--- src/eet_pkg.sv ---
// Types and constants shared by the extended Euclidean table block.
package eet_pkg;

	localparam int COEF_W    = 32;
	localparam int REM_W     = 31;
	localparam int OPND_W    = 32;
	localparam int MAX_ROWS  = 48;
	localparam int ROW_CNT_W = $clog2(MAX_ROWS + 1);

	typedef struct packed {
		logic signed [OPND_W-1:0] value_a;
		logic signed [OPND_W-1:0] value_b;
	} operands_t;

	typedef struct packed {
		logic signed [COEF_W-1:0] coef_x;
		logic signed [COEF_W-1:0] coef_y;
		logic        [REM_W-1:0]  remainder;
		logic        [REM_W-1:0]  quotient;
		logic                     last_row;
		logic        [REM_W-1:0]  gcd_value;
		logic signed [COEF_W-1:0] bezout_x;
		logic signed [COEF_W-1:0] bezout_y;
	} row_t;

endpackage

--- src/eet_divider.sv ---
// Restoring divider, one quotient bit per cycle through a shared subtractor.
module eet_divider #(
	parameter int DATA_WIDTH = 32
) (
	input  logic                  clk,
	input  logic                  arst_n,
	input  logic                  start,
	input  logic [DATA_WIDTH-1:0] dividend,
	input  logic [DATA_WIDTH-1:0] divisor,
	output logic                  done,
	output logic [DATA_WIDTH-1:0] quotient,
	output logic [DATA_WIDTH-1:0] remainder
);

	localparam int CntW = $clog2(DATA_WIDTH + 1);

	logic                  running_q;
	logic                  done_q;
	logic [CntW-1:0]       cnt_q;
	logic [DATA_WIDTH-1:0] acc_q;
	logic [DATA_WIDTH-1:0] quo_q;
	logic [DATA_WIDTH-1:0] div_q;
	logic [DATA_WIDTH:0]   shifted;
	logic [DATA_WIDTH:0]   diff;

	assign shifted = {acc_q, quo_q[DATA_WIDTH-1]};
	assign diff    = shifted - {1'b0, div_q};

	always_ff @(posedge clk or negedge arst_n) begin
		if (!arst_n) begin
			running_q <= 1'b0;
			done_q    <= 1'b0;
			cnt_q     <= '0;
		end else begin
			done_q <= 1'b0;
			if (start) begin
				running_q <= 1'b1;
				cnt_q     <= CntW'(DATA_WIDTH);
				acc_q     <= '0;
				quo_q     <= dividend;
				div_q     <= divisor;
			end else if (running_q) begin
				if (!diff[DATA_WIDTH]) begin
					acc_q <= diff[DATA_WIDTH-1:0];
					quo_q <= {quo_q[DATA_WIDTH-2:0], 1'b1};
				end else begin
					acc_q <= shifted[DATA_WIDTH-1:0];
					quo_q <= {quo_q[DATA_WIDTH-2:0], 1'b0};
				end
				cnt_q <= cnt_q - CntW'(1);
				if (cnt_q == CntW'(1)) begin
					running_q <= 1'b0;
					done_q    <= 1'b1;
				end
			end
		end
	end

	assign done      = done_q;
	assign quotient  = quo_q;
	assign remainder = acc_q;

endmodule

--- src/extended_euclid_table.sv ---
// Extended Euclidean table: one operand pair in, the table rows out in order.
// The first row is loaded in ST_ROW1 once the operands are taken, the second in ST_EMIT.
// Each further row passes through the bit-serial divider (ST_DIV), the shared multiplier
// (ST_MULX, ST_MULY), an update step (ST_UPD) and an emit step (ST_EMIT).
// A table has at most 46 rows at DATA_WIDTH 32; the row counter caps it at MAX_ROWS.
// arst_n clears the sequencer and the output valid; the block then waits idle.
module extended_euclid_table
	import eet_pkg::*;
#(
	parameter int DATA_WIDTH = 32
) (
	input  logic      clk,
	input  logic      arst_n,
	input  logic      operands_valid,
	output logic      operands_stall,
	input  operands_t operands,
	output logic      row_valid,
	input  logic      row_stall,
	output row_t      row
);

	localparam int MagW = (DATA_WIDTH > OPND_W + 1) ? DATA_WIDTH : OPND_W + 1;
	localparam logic [MagW-1:0] SAT = (MagW'(1) << (DATA_WIDTH - 1)) - MagW'(1);

	typedef enum logic [2:0] {
		ST_IDLE,
		ST_ROW1,
		ST_EMIT,
		ST_DIV,
		ST_MULX,
		ST_MULY,
		ST_UPD
	} state_t;

	state_t                 state_q;
	logic                   row_valid_q;
	row_t                   row_q;
	logic [ROW_CNT_W-1:0]   rows_q;
	logic [COEF_W-1:0]      prev_x_q, prev_y_q, cur_x_q, cur_y_q;
	logic [DATA_WIDTH-1:0]  prev_rem_q, cur_rem_q, nr_q, q_q;
	logic [COEF_W-1:0]      nx_q, prod_q;

	logic [OPND_W:0]        mag_a_raw, mag_b_raw;
	logic [MagW-1:0]        mag_a_w, mag_b_w;
	logic [DATA_WIDTH-1:0]  mag_a, mag_b, hi, lo;
	logic                   slot_free, cur_zero, more, row_load;
	logic [MagW-1:0]        cur_rem_ext, prev_rem_ext, q_ext;
	logic [COEF_W-1:0]      mul_a;
	logic [2*COEF_W-1:0]    mul_full;
	row_t                   row_next;
	logic                   div_start, div_done;
	logic [DATA_WIDTH-1:0]  div_quo, div_rem;

	always_comb begin
		mag_a_raw = operands.value_a[OPND_W-1]
			? ((OPND_W+1)'(1) << OPND_W) - {1'b0, operands.value_a}
			: {1'b0, operands.value_a};
		mag_b_raw = operands.value_b[OPND_W-1]
			? ((OPND_W+1)'(1) << OPND_W) - {1'b0, operands.value_b}
			: {1'b0, operands.value_b};
		mag_a_w = MagW'(mag_a_raw);
		mag_b_w = MagW'(mag_b_raw);
		if (mag_a_w > SAT) begin
			mag_a_w = SAT;
		end
		if (mag_b_w > SAT) begin
			mag_b_w = SAT;
		end
		mag_a = mag_a_w[DATA_WIDTH-1:0];
		mag_b = mag_b_w[DATA_WIDTH-1:0];
		hi    = (mag_a > mag_b) ? mag_a : mag_b;
		lo    = (mag_a > mag_b) ? mag_b : mag_a;
	end

	assign slot_free    = !row_valid_q || !row_stall;
	assign row_load     = (state_q inside {ST_ROW1, ST_EMIT}) && slot_free;
	assign cur_zero     = (cur_rem_q == '0);
	assign more         = !cur_zero && ((rows_q + ROW_CNT_W'(1)) < ROW_CNT_W'(MAX_ROWS));
	assign cur_rem_ext  = MagW'(cur_rem_q);
	assign prev_rem_ext = MagW'(prev_rem_q);
	assign q_ext        = MagW'(q_q);

	assign mul_a    = (state_q == ST_MULX) ? cur_x_q : cur_y_q;
	assign mul_full = mul_a * q_ext[COEF_W-1:0];

	always_comb begin
		if (state_q == ST_ROW1) begin
			row_next.coef_x    = prev_x_q;
			row_next.coef_y    = prev_y_q;
			row_next.remainder = prev_rem_ext[REM_W-1:0];
			row_next.quotient  = '0;
			row_next.last_row  = 1'b0;
			row_next.gcd_value = '0;
			row_next.bezout_x  = '0;
			row_next.bezout_y  = '0;
		end else begin
			row_next.coef_x    = cur_x_q;
			row_next.coef_y    = cur_y_q;
			row_next.remainder = cur_rem_ext[REM_W-1:0];
			row_next.quotient  = q_ext[REM_W-1:0];
			row_next.last_row  = cur_zero;
			row_next.gcd_value = cur_zero ? prev_rem_ext[REM_W-1:0] : '0;
			row_next.bezout_x  = cur_zero ? prev_x_q : '0;
			row_next.bezout_y  = cur_zero ? prev_y_q : '0;
		end
	end

	assign div_start = (state_q == ST_EMIT) && slot_free && more;

	eet_divider #(
		.DATA_WIDTH(DATA_WIDTH)
	) u_div (
		.clk      (clk),
		.arst_n   (arst_n),
		.start    (div_start),
		.dividend (prev_rem_q),
		.divisor  (cur_rem_q),
		.done     (div_done),
		.quotient (div_quo),
		.remainder(div_rem)
	);

	always_ff @(posedge clk or negedge arst_n) begin
		if (!arst_n) begin
			state_q     <= ST_IDLE;
			row_valid_q <= 1'b0;
			rows_q      <= '0;
		end else begin
			if (row_load) begin
				row_valid_q <= 1'b1;
			end else if (!row_stall) begin
				row_valid_q <= 1'b0;
			end
			case (state_q)
				ST_IDLE: begin
					if (operands_valid) begin
						prev_x_q   <= COEF_W'(1);
						prev_y_q   <= '0;
						prev_rem_q <= hi;
						cur_x_q    <= '0;
						cur_y_q    <= COEF_W'(1);
						cur_rem_q  <= lo;
						q_q        <= '0;
						rows_q     <= '0;
						state_q    <= ST_ROW1;
					end
				end
				ST_ROW1: begin
					if (slot_free) begin
						row_q   <= row_next;
						rows_q  <= rows_q + ROW_CNT_W'(1);
						state_q <= ST_EMIT;
					end
				end
				ST_EMIT: begin
					if (slot_free) begin
						row_q   <= row_next;
						rows_q  <= rows_q + ROW_CNT_W'(1);
						state_q <= more ? ST_DIV : ST_IDLE;
					end
				end
				ST_DIV: begin
					if (div_done) begin
						q_q     <= div_quo;
						nr_q    <= div_rem;
						state_q <= ST_MULX;
					end
				end
				ST_MULX: begin
					prod_q  <= mul_full[COEF_W-1:0];
					state_q <= ST_MULY;
				end
				ST_MULY: begin
					nx_q    <= prev_x_q - prod_q;
					prod_q  <= mul_full[COEF_W-1:0];
					state_q <= ST_UPD;
				end
				ST_UPD: begin
					prev_x_q   <= cur_x_q;
					prev_y_q   <= cur_y_q;
					prev_rem_q <= cur_rem_q;
					cur_x_q    <= nx_q;
					cur_y_q    <= prev_y_q - prod_q;
					cur_rem_q  <= nr_q;
					state_q    <= ST_EMIT;
				end
				default: begin
					state_q <= ST_IDLE;
				end
			endcase
		end
	end

	assign operands_stall = (state_q != ST_IDLE);
	assign row_valid      = row_valid_q;
	assign row            = row_q;

endmodule

--- config.mk ---
export PLATFORM = sky130hd
export DESIGN_NAME = extended_euclid_table
export DESIGN_NICKNAME = d
export VERILOG_FILES = /design/src/eet_pkg.sv /design/src/eet_divider.sv /design/src/extended_euclid_table.sv
export SDC_FILE = /design/constraint.sdc
export NUM_CORES = 2
export LEC_CHECK = 0
export BUFFER_PORTS_ARGS = -buffer_cell sky130_fd_sc_hd__buf_2
export CORE_ASPECT_RATIO = 0.6
export CORE_UTILIZATION = 55
export DETAILED_ROUTE_END_ITERATION = 8
export PLACE_DENSITY = 0.73
export SYNTH_ARGS = -nofsm -noshare
export SYNTH_HDL_FRONTEND = slang
export SYNTH_SLANG_ARGS = --single-unit
--- constraint.sdc ---
create_clock -name clk -period 23.4 [get_ports clk]
set_clock_uncertainty 0.2 [all_clocks]
set_input_delay 2.34 -clock clk [delete_from_list [all_inputs] [get_ports clk]]
set_output_delay 2.34 -clock clk [all_outputs]
set_load 0.005 [all_outputs]
Word-level counts from Yosys, hierarchy flattened --
Cells that the tools add are included.
Cells by class: add/sub/neg operators 7, multipliers 1, magnitude comparators 4, eq/ne operators 13, reduce and logical (&&, ||, !) cells 29, bitwise operators 1, muxes and demuxes 47
Operators by type and width (number):
- 32-bit two-way mux | 16
- 32-bit one-hot mux with 2 select lines | 7
- 222-bit two-way mux | 1
- 33-bit by 31-bit greater-than comparator with 1-bit output (second input constant) | 2
- 33-bit two-way mux | 2
- 33-bit by 32-bit subtractor with 33-bit output (first input constant) | 2
- 32-bit subtractor | 2
- 33-bit by 32-bit subtractor with 33-bit output | 1
- 32-bit greater-than comparator | 1
- 32-bit logical NOT | 1
- 32-bit by 32-bit multiplier with 32-bit output | 1
- 31-bit two-way mux | 1
- 6-bit two-way mux | 4
- 3-bit one-hot mux with 7 select lines | 1
- 3-bit two-way mux | 4
- 6-bit one-hot mux with 2 select lines | 1
- 3-bit AND reduction | 4
- 2-bit nonzero test | 5
- 3-bit == test (second input constant) | 3
- 1-bit two-way mux | 9
- 2-bit AND reduction | 4
- 4-bit AND reduction | 2
- 6-bit by 1-bit adder with 6-bit output (second input constant) | 1
- 3-bit by 2-bit == test with 1-bit output (second input constant) | 2
- other kinds (14) | 25
Storage, ports and cells: output and inout port bits 224, input port bits 68, logic and storage cells 129, flip-flop bits (word level) 656

Depth between registers and ports, before layout --
word-level depth 8, depth in mapped cells 30, mapped depth without buffers 28

Cells and area by module --
From an unflattened synthesis, not the netlist that was laid out.
Second synthesis, totals: cells, all modules 4463, area, all modules 49134.6 µm²
By module, submodules not included:
- extended_euclid_table | sequential area each 16525.8 µm², cells an instance 3869, instances 1, area each 42744.7 µm²
- eet_divider | sequential area each 3083.0 µm², cells an instance 594, instances 1, area each 6389.9 µm²

Least setup slack after synthesis --
OpenSTA, ideal clock, no wires.
kind input -> register, start input port operands_valid, end register cur_rem_q[0] (enable), slack 5872 ps, stages on the path 2, required time 22160 ps, arrival time 16288 ps, setup time 1040 ps, buffers on the path 0, cell sequence nand2_1 > a21boi_0
On the way: word-level cells in the longest chain between the ends 2
RTL lines:
- start: declaration | RTL line extended_euclid_table.sv:14 | input logic operands_valid,
- 2-bit inequality test (no line)
- 3-bit AND reduction (no line)
- end signal: assignment | RTL line extended_euclid_table.sv:142 | cur_rem_q <= lo;
- end signal: assignment | RTL line extended_euclid_table.sv:184 | cur_rem_q <= nr_q;
- end: declaration | RTL line extended_euclid_table.sv:40 | logic [DATA_WIDTH-1:0] prev_rem_q, cur_rem_q, nr_q, q_q;
No other way between the ends. A chain may end at the register's enable or synchronous reset.

Worst setup path after layout --
start register state_q[1], end register prod_q[31] (data pin)
On the way: word-level cells in the longest chain between the ends 3
RTL lines:
- start: declaration | RTL line extended_euclid_table.sv:35 | state_t state_q;
- start signal: assignment | RTL line extended_euclid_table.sv:159 | state_q <= more ? ST_DIV : ST_IDLE;
- 3-bit == test | RTL line extended_euclid_table.sv:83 | assign mul_a = (state_q == ST_MULX) ? cur_x_q : cur_y_q;
- 32-bit two-way mux | RTL line extended_euclid_table.sv:83
- 32-bit by 32-bit multiplier with 32-bit output | RTL line extended_euclid_table.sv:84 | assign mul_full = mul_a * q_ext[COEF_W-1:0];
- via mul_full[31] | RTL line extended_euclid_table.sv:49 | logic [2*COEF_W-1:0] mul_full;
- end signal: assignment | RTL line extended_euclid_table.sv:170 | prod_q <= mul_full[COEF_W-1:0];
- end signal: assignment | RTL line extended_euclid_table.sv:175 | prod_q <= mul_full[COEF_W-1:0];
- end: declaration | RTL line extended_euclid_table.sv:41 | logic [COEF_W-1:0] nx_q, prod_q;
The timed path passes the listed nets, and every way through them passes these cells.

==> results.ini <==
[yosys]
ys.flop_type=edfxtp_1
yosysUniqueCellTypes=75
netlist_area_sq_um=48800
ys_seq_area_frac=0.401
yosys_warnings=0
synth-edff-count=638
ys_async_sr_fraction=0.0274
postSynthAreaPerCell_sq_um=11.1
synth-seq-cells=656
postSynthCellCount=4405
syn_nets=5138

[worst_setup_path]
reg2reg_slack_ns=13.96
critPathSlowestCell=dfrtp_4
start_kind=register
cp_max_fo=32
r2r_end=prod_q[31]$_DFFE_PP_
required_ns=23.57
cp-end-kind=register
worst_path_most_repeated_cell=fa_1
cp.arrival_ns=9.61
slowest_delay_ns=0.64
reg2reg_depth=26
setup.worst_path.class=register to register
reg2reg_from=state_q[1]$_DFFE_PN0P_

[timing]
fin_hold_ws_ns=0.315
maxSlewHeadroom=0.0264
finalHoldViolations=0
period_minus_slack_ns=9.44
worst_pin_slew_ns=1.45
rsz0062_at_grt=false
max_freq_mhz=106
finalSetupViolCount=0
fin_crit_sh=0.403
fin_setup_tns_ns=0
slew_violations=0

[die]
die_area_sq_um=90000
fp.dieW_um=387
core-area_sq_um=87800
io_pins=292
rows=84
start_util=0.557
die_h_um=233

[clocking]
cts_sinks=656
numCtsBuffers=66
clk-insertion-delay-late_ns=0.65
cts_tree=built
root_buffer=clkbuf_16
hold_buffers=0
htreeDepth=3
cts_resized=0
cts.clk_slew.worst_paths_ns=0.07
post_cts_buffers=0
cts_buffer_depth=3

[detailed_routing]
firstDrtPassIters=6
drc=0
vias_per_cell=5.96
via_count=34600
drtIter0Drc=4094
post_drt_wl_per_cell_um=24.3
ant_nets=0
wirelength_mm=141

[run]
drv_cap=0

[place]
post_dp_cell_area_sq_um=51300
hpwlAfterDp_mm=108
place_congestion=0.997
io_buffers=291

[finish]
layout_commonest_cell=edfxtp_1
drive_gt1_frac=0.143
finalInstanceArea_sq_um=53400
syn_to_final_growth_pct=9.39
mostFrequentLayoutCells=638 x edfxtp_1, 510 x inv_1, 440 x and2_1, 411 x fa_1, 388 x nand2_1
fin_nets=5332

[min_path]
min_path_cells=0
hold_path.class=register to register
min-delay-start=u_div.remainder[9]$_SDFFCE_PP0P_
hold_end=nr_q[9]$_DFFE_PP_

[global_route]
grt_pass1_wl_mm=212
grt_usage=0.318
grt_max_degree=98
grt_pass1_vias=33300
antenna_found_initial=6
grt_overflow=0

[status]
status=complete, no violations

[synth_stat cells, drive strengths merged (78+ instances only)]
| cell | count | area, sq um |
|---|---|---|
| clkbuf | 185 | 694 |
| a21oi | 161 | 836 |
| xor2 | 78 | 683 |
| ha | 254 | 3180 |
| nor2 | 189 | 719 |
| nand2 | 389 | 1460 |
| fa | 411 | 8230 |
| and2 | 443 | 2770 |
| xnor2 | 141 | 1230 |
| mux2 | 189 | 2140 |
| inv | 510 | 1910 |
| and3 | 122 | 763 |
| edfxtp | 638 | 19200 |
| o21ai | 102 | 510 |
[worst max-delay path by stage]
stage	to	startpoint	slack, ns
2_1_floorplan	cur_rem_q[0]$_DFFE_PP_	operands_valid	5.87
3_3_place_gp	prod_q[31]$_DFFE_PP_	state_q[1]$_DFFE_PN0P_	14.19
3_5_place_dp	prod_q[31]$_DFFE_PP_	state_q[1]$_DFFE_PN0P_	14.06
4_1_cts	prod_q[31]$_DFFE_PP_	state_q[1]$_DFFE_PN0P_	14.00
5_1_grt	prod_q[31]$_DFFE_PP_	state_q[1]$_DFFE_PN0P_	13.53
6_report	prod_q[31]$_DFFE_PP_	state_q[1]$_DFFE_PN0P_	13.96
[registers in the layout, indices dropped and copies added, names as in the netlist]
signal,count
cur_rem_q,32
cur_x_q,32
cur_y_q,32
nr_q,32
nx_q,32
prev_rem_q,32
prev_x_q,32
prev_y_q,32
prod_q,32
q_q,32
row,222
row_valid,1
rows_q,6
state_q,3
u_div.cnt_q,6
u_div.div_q,32
u_div.done,1
u_div.quotient,32
u_div.remainder,32
u_div.running_q,1
[worst max-delay path, delay by kind of cell, from the launching register on]
family          cells  cell delay, ns
simple gates        4            1.05
fa+ha+maj           9            4.25
flops               1            0.64
xor+xnor            1            0.14
buf+inv             5            0.71
compound gates      6            1.58
mux                 1            0.57
[layer usage]
layer	global-route usage	wire length (um)
met4	0.0585	2170
met5	0	0
met1	0.504	65200
met3	0.129	21000
met2	0.400	52800
[cells by family (layout without fill, tap and decap cells)]
kind of cell | Yosys count | after routing | synth area share
DFF | 656 | 656 | 0.401
and+or+nand+nor | 1411 | 1411 | 0.151
adders and majority gates | 665 | 665 | 0.234
buffers and inverters | 710 | 953 | 0.0552
xor gates and xnor gates | 219 | 219 | 0.0393
muxes | 221 | 221 | 0.0504
other | 2 | 3 | 0.000154
AOI/OAI and AO/OA | 521 | 521 | 0.0695
[per-stage QoR]
| stage | utilization | std cells | setup slack [ns] |
|---|---|---|---|
| after floorplan | - | 4405 | 5.87 |
| after global placement | 0.585 | 5692 | 14.19 |
| after detailed placement | 0.585 | 5692 | 14.06 |
| after CTS | 0.609 | 5809 | 14.00 |
| after global routing | 0.609 | 5809 | 13.53 |
| final | 0.609 | 5810 | 13.96 |
[final cells by class]
cell class              instances  area (sq um)
well taps                    1161          1450
diodes                          1          2.50
multi-input cells            3039         26600
clock buffers                  77          1710
flip-flops and latches        656         19600
inverters                     510          1910
repair buffers                326          1720
fillers                      7039         34300
clock inverters                40           379
Power is not shown: default switching activity piles up to over one toggle a cycle in this logic, so the estimate is an artifact.
